## config.mk

```make
export PLATFORM = sky130hd
export DESIGN_NAME = ordered_key_list_engine
export DESIGN_NICKNAME = d
export VERILOG_FILES = /design/src/sv/okle_pkg.sv /design/src/sv/okle_store.sv /design/src/sv/ordered_key_list_engine.sv
export SDC_FILE = /design/constraint.sdc
export NUM_CORES = 2
export LEC_CHECK = 0
export ABC_AREA = 1
export BUFFER_PORTS_ARGS = -buffer_cell sky130_fd_sc_hd__buf_2
export CORE_MARGIN = 3
export CORE_UTILIZATION = 33
export DETAILED_ROUTE_END_ITERATION = 12
export GPL_TIMING_DRIVEN = 0
export HOLD_SLACK_MARGIN = 0.02
export SLEW_MARGIN = 0
export SYNTH_ARGS = -nofsm -noshare
export SYNTH_HDL_FRONTEND = slang
export SYNTH_SLANG_ARGS = --single-unit
```

## constraint.sdc

```tcl
create_clock -name clk -period 6.72 [get_ports clk]
set_input_delay 0.672 -clock clk [delete_from_list [all_inputs] [get_ports clk]]
set_output_delay 0.672 -clock clk [all_outputs]
set_load 0.005 [all_outputs]
```

## src/sv/okle_pkg.sv

```systemverilog
// Package: shared types, codes and constants for the ordered key list engine.
package okle_pkg;

  localparam int unsigned CAPACITY_DEF = 64;

  localparam logic [2:0] OP_PUSH_FRONT = 3'd0;
  localparam logic [2:0] OP_PUSH_BACK  = 3'd1;
  localparam logic [2:0] OP_DELETE     = 3'd2;
  localparam logic [2:0] OP_INS_AFTER  = 3'd3;
  localparam logic [2:0] OP_INS_BEFORE = 3'd4;
  localparam logic [2:0] OP_POP_FRONT  = 3'd5;
  localparam logic [2:0] OP_POP_BACK   = 3'd6;
  localparam logic [2:0] OP_LIST       = 3'd7;

  localparam logic [2:0] KIND_KEY      = 3'd0;
  localparam logic [2:0] KIND_EMPTY    = 3'd1;
  localparam logic [2:0] KIND_ABSENT   = 3'd2;
  localparam logic [2:0] KIND_LASTGONE = 3'd3;
  localparam logic [2:0] KIND_FULL     = 3'd4;

  typedef enum logic [3:0] {
    ST_IDLE,
    ST_WALK,
    ST_WALKCHK,
    ST_DELNEXT,
    ST_DELKEY,
    ST_EMIT,
    ST_LIST,
    ST_LISTOUT
  } state_t;

  // Result beat handed to the output register.
  typedef struct packed {
    logic [2:0] kind;
    logic [7:0] key;
    logic       last;
  } res_t;

endpackage

```

## src/sv/okle_store.sv

```systemverilog
// Key and link memories, synchronous write and registered read.
module okle_store #(
  parameter int unsigned DEPTH = okle_pkg::CAPACITY_DEF,
  parameter int unsigned AW    = (DEPTH > 1) ? $clog2(DEPTH) : 1
) (
  input  logic          clk,
  input  logic [AW-1:0] rd_addr,
  output logic [7:0]    rd_key,
  output logic [AW-1:0] rd_link,
  input  logic          key_we,
  input  logic [AW-1:0] key_waddr,
  input  logic [7:0]    key_wdata,
  input  logic          link_we,
  input  logic [AW-1:0] link_waddr,
  input  logic [AW-1:0] link_wdata
);

  logic [7:0]    key_mem  [DEPTH];
  logic [AW-1:0] link_mem [DEPTH];

  always_ff @(posedge clk) begin
    if (key_we) begin
      key_mem[key_waddr] <= key_wdata;
    end
    rd_key <= key_mem[rd_addr];
  end

  always_ff @(posedge clk) begin
    if (link_we) begin
      link_mem[link_waddr] <= link_wdata;
    end
    rd_link <= link_mem[rd_addr];
  end

endmodule

```

## src/sv/ordered_key_list_engine.sv

```systemverilog
// Top level: ordered key list engine, a linked list of byte keys in memory.
// Push front and empty status take no walk; push back adds an old tail link fix-up;
// other ops walk the list entry by entry, delete also reads its follower's key, an
// insert adds a link fix-up. One item at a time; input stalls during a walk or fix-up
// and while a result waits. Sync reset (rst high) empties the list, frees all slots.
module ordered_key_list_engine #(
  parameter int unsigned CAPACITY = okle_pkg::CAPACITY_DEF
) (
  input  logic       clk,
  input  logic       rst,
  input  logic       in_valid,
  output logic       in_stall,
  input  logic [2:0] opcode,
  input  logic [7:0] item_key,
  input  logic [7:0] anchor_key,
  output logic       out_valid,
  input  logic       out_stall,
  output logic [2:0] kind,
  output logic [7:0] key_out,
  output logic       last
);

  localparam int unsigned AW = (CAPACITY > 1) ? $clog2(CAPACITY) : 1;
  localparam int unsigned CW = $clog2(CAPACITY + 1);

  okle_pkg::state_t state, state_next;

  logic [2:0]    op;
  logic [7:0]    ikey, akey;
  logic [AW-1:0] head, tail;
  logic [CW-1:0] count;
  logic [CAPACITY-1:0] free_map;
  logic [AW-1:0] cur, prev;
  logic          has_prev;
  logic [CW-1:0] steps;

  logic [AW-1:0] rd_addr;
  logic [7:0]    rd_key;
  logic [AW-1:0] rd_link;
  logic          key_we, link_we;
  logic [AW-1:0] key_waddr, link_waddr, link_wdata;
  logic [7:0]    key_wdata;

  logic          res_valid;
  okle_pkg::res_t res, res_next;
  logic          res_load;

  logic          slot_found;
  logic [AW-1:0] slot;
  logic [CAPACITY-1:0] free_set, free_clr;

  // second link write for inserts and push back, in the cycle after the new slot is written
  logic          fix_we;
  logic [AW-1:0] fix_addr, fix_data;
  logic          fix_pend;
  logic [AW-1:0] fix_paddr, fix_pdata;

  logic          accept;
  assign accept   = in_valid && !in_stall;
  assign in_stall = (state != okle_pkg::ST_IDLE) || fix_pend || (res_valid && out_stall);

  // lowest free slot
  always_comb begin
    slot_found = 1'b0;
    slot = '0;
    for (int i = CAPACITY - 1; i >= 0; i--) begin
      if (free_map[i]) begin
        slot_found = 1'b1;
        slot = AW'(i);
      end
    end
  end

  logic out_free;
  assign out_free = !res_valid || !out_stall;
  assign rd_addr  = (state == okle_pkg::ST_IDLE) ? head : cur;

  // next state
  always_comb begin
    state_next = state;
    unique case (state)
      okle_pkg::ST_IDLE: begin
        if (accept) begin
          unique case (opcode)
            okle_pkg::OP_PUSH_FRONT, okle_pkg::OP_PUSH_BACK: state_next = okle_pkg::ST_IDLE;
            default: state_next = (count == '0) ? okle_pkg::ST_IDLE : okle_pkg::ST_WALK;
          endcase
        end
      end
      okle_pkg::ST_WALK: state_next = okle_pkg::ST_WALKCHK;
      okle_pkg::ST_WALKCHK: begin
        state_next = okle_pkg::ST_IDLE;
        unique case (op)
          okle_pkg::OP_LIST: state_next = okle_pkg::ST_LISTOUT;
          okle_pkg::OP_POP_FRONT: state_next = okle_pkg::ST_IDLE;
          okle_pkg::OP_POP_BACK:
            if (steps != count) state_next = okle_pkg::ST_WALK;
          okle_pkg::OP_DELETE: begin
            if (rd_key == ikey) begin
              if (cur != tail) state_next = okle_pkg::ST_DELNEXT;
            end else if (steps != count) begin
              state_next = okle_pkg::ST_WALK;
            end
          end
          default:
            if (rd_key != akey && steps != count) state_next = okle_pkg::ST_WALK;
        endcase
      end
      okle_pkg::ST_DELNEXT: state_next = okle_pkg::ST_DELKEY;
      okle_pkg::ST_DELKEY: state_next = okle_pkg::ST_IDLE;
      okle_pkg::ST_LISTOUT:
        if (out_free) state_next = (steps == count) ? okle_pkg::ST_IDLE : okle_pkg::ST_LIST;
      okle_pkg::ST_LIST: state_next = okle_pkg::ST_LISTOUT;
      default: state_next = okle_pkg::ST_IDLE;
    endcase
  end

  logic [7:0] list_key;

  // datapath actions
  always_comb begin
    key_we = 1'b0; key_waddr = slot; key_wdata = ikey;
    link_we = 1'b0; link_waddr = slot; link_wdata = '0;
    free_set = '0; free_clr = '0;
    res_load = 1'b0;
    res_next = '{kind: okle_pkg::KIND_KEY, key: 8'd0, last: 1'b1};
    unique case (state)
      okle_pkg::ST_IDLE: begin
        if (accept) begin
          unique case (opcode)
            okle_pkg::OP_PUSH_FRONT, okle_pkg::OP_PUSH_BACK: begin
              if (!slot_found) begin
                res_load = 1'b1;
                res_next.kind = okle_pkg::KIND_FULL;
              end else begin
                key_we = 1'b1; key_wdata = item_key;
                free_clr[slot] = 1'b1;
                link_we = 1'b1;
                link_wdata = (opcode == okle_pkg::OP_PUSH_FRONT && count != '0) ? head : '0;
              end
            end
            default: begin
              if (count == '0) begin
                res_load = 1'b1;
                res_next.kind = okle_pkg::KIND_EMPTY;
              end
            end
          endcase
        end
      end
      okle_pkg::ST_WALKCHK: begin
        unique case (op)
          okle_pkg::OP_POP_FRONT, okle_pkg::OP_POP_BACK: begin
            if (op == okle_pkg::OP_POP_FRONT || steps == count) begin
              res_load = 1'b1;
              res_next.key = rd_key;
              free_set[cur] = 1'b1;
            end
          end
          okle_pkg::OP_DELETE: begin
            if (rd_key == ikey) begin
              free_set[cur] = 1'b1;
              if (has_prev) begin
                link_we = 1'b1; link_waddr = prev; link_wdata = rd_link;
              end
              if (cur == tail) begin
                res_load = 1'b1;
                res_next.kind = okle_pkg::KIND_LASTGONE;
              end
            end else if (steps == count) begin
              res_load = 1'b1;
              res_next.kind = okle_pkg::KIND_ABSENT;
            end
          end
          okle_pkg::OP_INS_AFTER, okle_pkg::OP_INS_BEFORE: begin
            if (rd_key == akey) begin
              if (!slot_found) begin
                res_load = 1'b1;
                res_next.kind = okle_pkg::KIND_FULL;
              end else begin
                key_we = 1'b1;
                free_clr[slot] = 1'b1;
                link_we = 1'b1;
                link_waddr = slot;
                link_wdata = (op == okle_pkg::OP_INS_AFTER) ? rd_link : cur;
              end
            end else if (steps == count) begin
              res_load = 1'b1;
              res_next.kind = okle_pkg::KIND_ABSENT;
            end
          end
          default: ;
        endcase
      end
      okle_pkg::ST_DELKEY: begin
        res_load = 1'b1;
        res_next.key = rd_key;
      end
      okle_pkg::ST_LISTOUT: begin
        if (out_free) begin
          res_load = 1'b1;
          res_next.key = list_key;
          res_next.last = (steps == count);
        end
      end
      default: ;
    endcase
  end

  always_ff @(posedge clk) begin
    if (rst) begin
      state <= okle_pkg::ST_IDLE;
      head <= '0; tail <= '0; count <= '0;
      free_map <= '1;
      res_valid <= 1'b0;
      fix_pend <= 1'b0;
    end else begin
      state <= state_next;
      free_map <= (free_map | free_set) & ~free_clr;
      fix_pend <= 1'b0;
      if (res_load) begin
        res_valid <= 1'b1;
      end else if (!out_stall) begin
        res_valid <= 1'b0;
      end
      if (state == okle_pkg::ST_IDLE && accept) begin
        if ((opcode == okle_pkg::OP_PUSH_FRONT || opcode == okle_pkg::OP_PUSH_BACK)
            && slot_found) begin
          count <= count + CW'(1);
          if (count == '0) begin
            head <= slot; tail <= slot;
          end else if (opcode == okle_pkg::OP_PUSH_FRONT) begin
            head <= slot;
          end else begin
            tail <= slot;
            fix_pend <= 1'b1; fix_paddr <= tail; fix_pdata <= slot;
          end
        end
      end
      if (state == okle_pkg::ST_WALKCHK) begin
        unique case (op)
          okle_pkg::OP_POP_FRONT, okle_pkg::OP_POP_BACK, okle_pkg::OP_DELETE: begin
            if ((op == okle_pkg::OP_DELETE && rd_key == ikey)
                || op == okle_pkg::OP_POP_FRONT
                || (op == okle_pkg::OP_POP_BACK && steps == count)) begin
              count <= count - CW'(1);
              if (count == CW'(1)) begin
                head <= '0; tail <= '0;
              end else begin
                if (!has_prev) head <= rd_link;
                if (cur == tail && has_prev) tail <= prev;
              end
            end
          end
          okle_pkg::OP_INS_AFTER, okle_pkg::OP_INS_BEFORE: begin
            if (rd_key == akey && slot_found) begin
              count <= count + CW'(1);
              if (op == okle_pkg::OP_INS_AFTER) begin
                fix_pend <= 1'b1; fix_paddr <= cur; fix_pdata <= slot;
                if (cur == tail) tail <= slot;
              end else if (!has_prev) begin
                head <= slot;
              end else begin
                fix_pend <= 1'b1; fix_paddr <= prev; fix_pdata <= slot;
              end
            end
          end
          default: ;
        endcase
      end
    end
  end

  assign fix_we   = fix_pend;
  assign fix_addr = fix_paddr;
  assign fix_data = fix_pdata;

  logic          link_we_m;
  logic [AW-1:0] link_waddr_m, link_wdata_m;
  assign link_we_m    = link_we || fix_we;
  assign link_waddr_m = fix_we ? fix_addr : link_waddr;
  assign link_wdata_m = fix_we ? fix_data : link_wdata;

  okle_store #(.DEPTH(CAPACITY), .AW(AW)) u_store (
    .clk(clk), .rd_addr(rd_addr), .rd_key(rd_key), .rd_link(rd_link),
    .key_we(key_we), .key_waddr(key_waddr), .key_wdata(key_wdata),
    .link_we(link_we_m), .link_waddr(link_waddr_m), .link_wdata(link_wdata_m)
  );

  // walk registers
  always_ff @(posedge clk) begin
    if (state == okle_pkg::ST_IDLE && accept) begin
      op <= opcode; ikey <= item_key; akey <= anchor_key;
      cur <= head; has_prev <= 1'b0; steps <= CW'(1);
    end else if (state == okle_pkg::ST_WALKCHK) begin
      list_key <= rd_key;
      if (state_next == okle_pkg::ST_WALK) begin
        prev <= cur; has_prev <= 1'b1; cur <= rd_link; steps <= steps + CW'(1);
      end else if (state_next == okle_pkg::ST_DELNEXT) begin
        cur <= rd_link;
      end else if (state_next == okle_pkg::ST_LISTOUT) begin
        cur <= rd_link;
      end
    end else if (state == okle_pkg::ST_LIST) begin
      list_key <= rd_key;
      cur <= rd_link;
    end else if (state == okle_pkg::ST_LISTOUT && out_free && steps != count) begin
      steps <= steps + CW'(1);
    end
  end

  always_ff @(posedge clk) begin
    if (res_load) res <= res_next;
  end

  assign out_valid = res_valid;
  assign kind      = res.kind;
  assign key_out   = res.key;
  assign last      = res.last;

  a_out_hold: assert property (@(posedge clk) disable iff (rst)
    out_valid && out_stall |=> out_valid && $stable(kind) && $stable(key_out) && $stable(last));
  a_busy_stall: assert property (@(posedge clk) disable iff (rst)
    state != okle_pkg::ST_IDLE |-> in_stall);
  a_count_range: assert property (@(posedge clk) disable iff (rst)
    count <= CW'(CAPACITY));
  a_link_port: assert property (@(posedge clk) disable iff (rst)
    !(fix_we && link_we));

endmodule

```

# Yosys cells after proc, flatten, opt, wreduce, memory -nomap -nowiden
# Memory sizes are Yosys's and may differ from the RTL's. A register that Yosys moved wholly into a read port is not among the register bits.
# Index checks and enable logic that the tools add are counted.
[word_totals] reg_bits=160 mem_count=2 ram_bits=896 wordCells=390 inputBits=23 output_inout_bits=14
[op_classes] muxes=286 bitwise_logic=4 n_reduce_logical=43 n_addsub=3 magnitude_cmp=4 n_eq_ne=28
[mem_list] name="u_store.key_mem" words=64 word_bits=8 rd=1 rd_ports_with_merged_regs=1 write_ports=1 line_no="okle_store.sv:18" rtl="logic [7:0] key_mem [DEPTH];"
[mem_list] name="u_store.link_mem" words=64 word_bits=6 rd=1 rd_ports_with_merged_regs=1 write_ports=1 line_no="okle_store.sv:19" rtl="logic [AW-1:0] link_mem [DEPTH];"
[op_table] cell="6-bit 2-to-1 mux" count=126
[op_table] cell="64-bit 2-to-1 mux" count=8
[op_table] cell="64-bit one-hot mux with 2 select lines" count=2
[op_table] cell="1-bit 2-to-1 mux" count=103
[op_table] cell="64-bit bitwise AND" count=1
[op_table] cell="8-bit 2-to-1 mux" count=8
[op_table] cell="64-bit inverter" count=1
[op_table] cell="64-bit bitwise OR" count=1
[op_table] cell="7-bit 2-to-1 mux" count=9
[op_table] cell="6-bit one-hot mux with 2 select lines" count=4
[op_table] cell="4-bit one-hot mux with 6 select lines" count=1
[op_table] cell="8-bit one-hot mux with 3 select lines" count=1
[op_table] cell="3-bit 2-to-1 mux" count=6
[op_table] cell="4-bit by 3-bit == test with 1-bit output (second input constant)" count=4
[op_table] cell="8-bit == test" count=2
[op_table] cell="4-bit one-hot mux with 4 select lines" count=1
[op_table] cell="7-bit by 1-bit adder with 7-bit output (second input constant)" count=2
[op_table] cell="1-bit logical AND" count=14
[op_table] cell="6-bit by 7-bit less-than comparator with 1-bit output (second input constant)" count=2
[op_table] cell="7-bit one-hot mux with 2 select lines" count=1
[op_table] cell="1-bit demux with 6-bit select" count=2
[op_table] cell="3-bit == test (second input constant)" count=4
[op_table] cell="4-bit by 2-bit == test with 1-bit output (second input constant)" count=3
[op_table] cell="6-bit by 1-bit >= comparator with 1-bit output (second input constant)" count=2
[op_table] cell="34 further kinds" count=60

# Depth between registers and ports, before layout
[depth] word_depth=74 depth_mapped=72 ltp_nobuf=71

# By module
# From an unflattened synthesis, not the netlist that was laid out.
[hier_totals] cells_unflattened=4505 area_unflattened_um2=46444.5
[modules_own_cells] module="okle_store" instances=1 area_per_inst_um2=37309.5 seq_area_each_um2=27186.1 cells_each=3183
[modules_own_cells] module="ordered_key_list_engine" instances=1 area_per_inst_um2=9135.0 seq_area_each_um2=3833.7 cells_each=1322

# Worst setup path before layout
# Ideal clock, no wire load.
[synth_path] path_kind="register -> register" start="reg free_map[7]" end="mem u_store.key_mem[0][0], data pin" path_buffers=1 arrival_time_ns=4.361 slack_ns=1.657 stages_incl_launch_ff=11 required_ns=6.018 setup_ns=0.702 synth_period_minus_slack_ns=5.063 path_cell_list="dfxtp_1 nor2_1 nand3_1 nor4_1 nand4_1 nor4_1 nand2_1 nand2_1 clkinv_1 clkbuf_1 o21ai_0"
[synth_via] elab_chain_len=12
[synth_lines] element="start: declaration" line_no="ordered_key_list_engine.sv:32" rtl="logic [CAPACITY-1:0] free_map;"
[synth_lines] element="start signal: assignment" line_no="ordered_key_list_engine.sv:219" rtl="free_map <= (free_map | free_set) & ~free_clr;"
[synth_lines] element="1-bit 2-to-1 mux (8 in series)" line_no="ordered_key_list_engine.sv:67" rtl="if (free_map[i]) begin"
[synth_lines] element="8-bit 2-to-1 mux" line_no="ordered_key_list_engine.sv:132" rtl="if (!slot_found) begin"
[synth_lines] element="8-bit 2-to-1 mux" line_no="ordered_key_list_engine.sv:130" rtl="unique case (opcode)"
[synth_lines] element="8-bit 2-to-1 mux" line_no="ordered_key_list_engine.sv:129" rtl="if (accept) begin"
[synth_lines] element="8-bit 2-to-1 mux" line_no="ordered_key_list_engine.sv:127" rtl="unique case (state)"
[synth_lines] element="via key_wdata[0]" line_no="ordered_key_list_engine.sv:42" rtl="logic [7:0] key_wdata;"
[synth_lines] element="end: declaration" line_no="okle_store.sv:18"
# The timed path passes the listed nets, and every way through them passes these cells.

# Final worst setup path
[layout_path] start="reg free_map[62]" end="mem u_store.link_mem[60][4] (netlist name), enable pin"
[layout_via] elab_chain_len=70 word_cells_on_any_way=140 cone_classes="mux (139); reduce/logical (1)"
[layout_lines] element="1-bit 2-to-1 mux (63 in series)" line_no="ordered_key_list_engine.sv:67"
[layout_lines] element="1-bit 2-to-1 mux" line_no="ordered_key_list_engine.sv:132, ordered_key_list_engine.sv:177"
[layout_lines] element="1-bit 2-to-1 mux, on equally long branches" line_no="ordered_key_list_engine.sv:176, ordered_key_list_engine.sv:130"
[layout_lines] element="1-bit one-hot mux with 2 select lines or 1-bit 2-to-1 mux (tied branches)" line_no="ordered_key_list_engine.sv:152, ordered_key_list_engine.sv:129"
[layout_lines] element="1-bit one-hot mux with 2 select lines" line_no="ordered_key_list_engine.sv:127"
[layout_lines] element="1-bit logical OR" line_no="ordered_key_list_engine.sv:280" rtl="assign link_we_m = link_we || fix_we;"
[layout_lines] element="1-bit 2-to-1 mux" line_no="okle_store.sv:29" rtl="if (link_we) begin"
[layout_lines] element="1-bit 2-to-1 mux (implied by the code)" line_no="okle_store.sv:30" rtl="link_mem[link_waddr] <= link_wdata;"
[layout_lines] element="end: declaration" line_no="okle_store.sv:19"
# Parallel ways exist; a longest one is shown, timed or not.

==> out/results.md <==
* 171900 um — final routed wirelength across all metal layers
* 5.903 ns — final period demand of the worst path
* 5.852 — detailed-route vias per instance
* 118000 um — DPL Wire Length
* 14.36% — synth-to-layout area growth
* 9 — number of detailed-route iterations in the first pass
* 1070 — CTS sink count
* 3 — deepest level of the CTS H-tree
* 374.2 um — die outline width
* akey[4] — hold path endpoint
* flop to flop — Setup CP Type
* 11 — antenna violations before repair
* 69.32% — sequential cell area fraction in the yosys report
* 87.84% — part of the cycle the worst path needs
* 134 — standard-cell row count
* edfxtp_1 — dominant synthesized flop cell
* 30 — Slew Viols, Final
* 0 — PostCTS Resize Cnt
* 134100 um^2 — Std-Cell Core Area
* 36 — count of port buffers added during placement
* 16.90 nW — cell leakage power
* 64.36% — share of the synthesized area in the top cell type
* 1070 — post-synthesis sequential element count
* 3957 — gate count of the mapped netlist
* 237300 um — first-pass GRT wire length
* 4153 — number of nets at the end of the flow
* 44750 um^2 — Post-Synthesis Cell Area
* 0.85 ns — longest individual stage delay on the worst path
* 33.36% — Starting Density
* 0 — setup fix buffers added after clock tree synthesis
* 0.8174 ns — least setup slack across all paths after layout
* 184.1 uV — worst supply voltage drop on vdd
* 50 — count of different cell masters after synthesis
* 3 — max-cap viol count
* simple AND/OR/NAND/NOR gates — Worst path top cell family by delay
* 0% — share of async-settable or async-resettable flops after synthesis
* 35010 — routed via count
* input port to flop — path category of the worst min-delay check
* 140100 um^2 — Die Area
* 65 — pin count of the biggest net entering global routing
* edfxtp_1 — top-count cell post-synth
* 0.03625 ns — Post-Route Skew
* no — setup repair after global routing missed its margin
* 10 — top fanout value on the critical path
* 5982 — post-layout instance count excluding filler cells
* 0 — Final ANT Viol Nets
* 0 — hold buffers post-CTS
* 23.65% — GRT Total Usage
* -2.721% — headroom to the max-slew limit
* 1 — Min-Delay Path Depth
* anchor_key[4] — worst hold path startpoint
* capacitance limit, slew limit — failing checks
* 5784 — count of placed standard cells including taps
* 6096 — number of DRC markers in iteration 0
* edfxtp_1 — leading area contributor after synthesis
* 32140 — vias in the first global route
* 374.2 um — Die H
* flop — category of the worst setup path capture point
* 0.9160 ns — minimum setup slack after placement
* 285.5 nW/um^2 — Power per Cell Area
* 3 — clock buffer depth
* 0 — Synth Warn #
* 0 — final setup violation count
* 7.04 ns — WP data required
* nand2_1 — Critical Path Most Common Cell
* 3984 — number of nets produced by synthesis
* 0.1694 GHz — maximum clock frequency
* 69 — path depth of the worst reg2reg path
* 1.541 ns — Worst Max-Slew Pin Slew
* 28.74 um — wire length per cell
* finished with violations — status
* u_store.link_mem[60][4] — end of the worst register-to-register path
* done — TritonCTS clock tree
* 0 — total DRC errors in the routed layout
* 6.23 ns — data arrival at the endpoint of the critical path
* clkbuf_16 — Root Buffer
* 0.06 ns — clock transition time at the flip-flop clock pins of the worst setup and hold paths
* 0 — Hold Violations, Final
* 106 — clock buffers created by TritonCTS
* 959 — number of flops mapped to enable cells by yosys
* 2 — worst path buffer plus inverter count
* 6.361% — ratio of cells with drive above 1 in the final layout
* 37 — I/O pin count
* free_map[62] — FF-to-FF Start
* 0 — overflow left after global routing
* edfxtp_1, nor2_1, o21ai_0 — top cells by count, synth
* nor2_1 — library cell contributing the largest single delay on the critical path
* flop — element type at the critical path start
* edfxtp_1, o21ai_0, nor2_1, dfxtp_1, nand2_1 — top post-synthesis cells by area
* 0.82 ns — setup slack of the most critical reg-to-reg path
* 0.9739 — RePlAce Congestion
* 11.31 um^2 — Mean Syn Cell Area
* 0.72 ns — worst skew pair latency
==> worst reg2reg max path: cells and delay by family (launching register included) <==
kind	cells	cell delay, ns
AND/OR/NAND/NOR	66	4.75
flip-flops	1	0.33
AO/OA/AOI/OAI	1	0.22
buffers and inverters	2	0.23
==> per-stage QoR <==
| stage | setup TNS (ns) | total power, mW | hold slack [ns] | utilization (%) | area [um^2] |
|---|---|---|---|---|---|
| final | 0 | 14.61 | 0.1386 | 38.15 | 51170 |
| after global routing | 0 | 14.91 | 0.1284 | 38.15 | 51170 |
| after CTS | 0 | 14.56 | 0.09881 | 38.13 | 51150 |
| after detailed placement | 0 | 8.697 | 0.4474 | 35.56 | 47700 |
| after global placement | -1109.57 | 8.684 | 0.4371 | 35.15 | 47140 |
| after floorplan | 0 | 8.051 | 0.4082 | - | 44750 |
==> sequential cells by signal, indices dropped and copies added, names as in the netlist, 7 cells and up <==
| signal | cells |
|---|---|
| free_map | 64 |
| steps | 7 |
| u_store.rd_key | 8 |
| count | 7 |
| akey | 8 |
| key_out | 8 |
| u_store.link_mem | 384 |
| u_store.key_mem | 512 |
| ikey | 8 |
| list_key | 8 |
==> per-layer routing <==
metal  global-route usage (%)  up-vias  wire [um]
met3                    5.550      551      21570
met1                    30.94    17140      64170
li1                         -    14690          -
met5                        0        -         28
met2                    35.97     2619      74710
met4                    13.71        4      11420
==> placed cells by master, fill, tap and decap left out, types with 39 or more instances in the layout <==
| master | synthesis | final |
|---|---|---|
| a21oi_1 | 56 | 54 |
| clkbuf_1 | 219 | 239 |
| dfxtp_1 | 111 | 111 |
| nand3_1 | 127 | 127 |
| edfxtp_1 | 959 | 959 |
| buf_2 | 3 | 39 |
| o211ai_1 | 128 | 128 |
| nor2_1 | 802 | 792 |
| o221ai_1 | 113 | 113 |
| o22ai_1 | 123 | 123 |
| nand2_1 | 321 | 316 |
| clkbuf_16 | 0 | 107 |
| inv_1 | 219 | 219 |
| o21ai_0 | 629 | 623 |
==> cell families (layout without fill, tap and decap cells) <==
logic type	Yosys count	after routing	synth area share (%)
simple gates	1327	1327	12.05
compound gates	1081	1081	14.30
flops	1070	1070	69.32
buf+inv	455	711	3.842
xor+xnor	19	19	0.3719
fa+ha+maj	4	4	0.1118
other cells	1	2	0.008380
==> power breakdown <==
part           leakage [nW]  total, mW  switching, mW  internal (mW)
combinational          5.40       1.34           1.06          0.282
sequential             9.86       7.29         0.0329           7.26
clock                  1.64       5.98           2.67           3.31
total                  16.9       14.6           3.76           10.8
==> worst max-delay path by stage <==
stage                     depth (start not counted)  slack [ns]    startpoint                      end
after floorplan                                  10        1.66   free_map[7]    u_store.key_mem[0][0]
after detailed placement                         66        0.92  free_map[63]   u_store.key_mem[11][5]
after CTS                                        67        0.90  free_map[62]   u_store.key_mem[11][0]
final                                            69        0.82  free_map[62]  u_store.link_mem[60][4]
after global placement                           10       -3.67  free_map[17]    u_store.key_mem[0][0]
after global routing                             69        0.22  free_map[62]  u_store.link_mem[60][4]
==> layout make-up <==
type                            count  area, um^2
Antenna cell                        1       2.502
Clock buffer                      129        2780
Timing Repair Buffer               61       619.3
Multi-Input combinational cell   2432       12150
Buffer                            227       863.3
Inverter                          228       855.8
Fill cell                       12880       82950
Sequential cell                  1070       31020
Tap cell                         1768        2212
Clock inverter                     66       670.6
No activity file was read; power rests on OpenSTA's default activity.
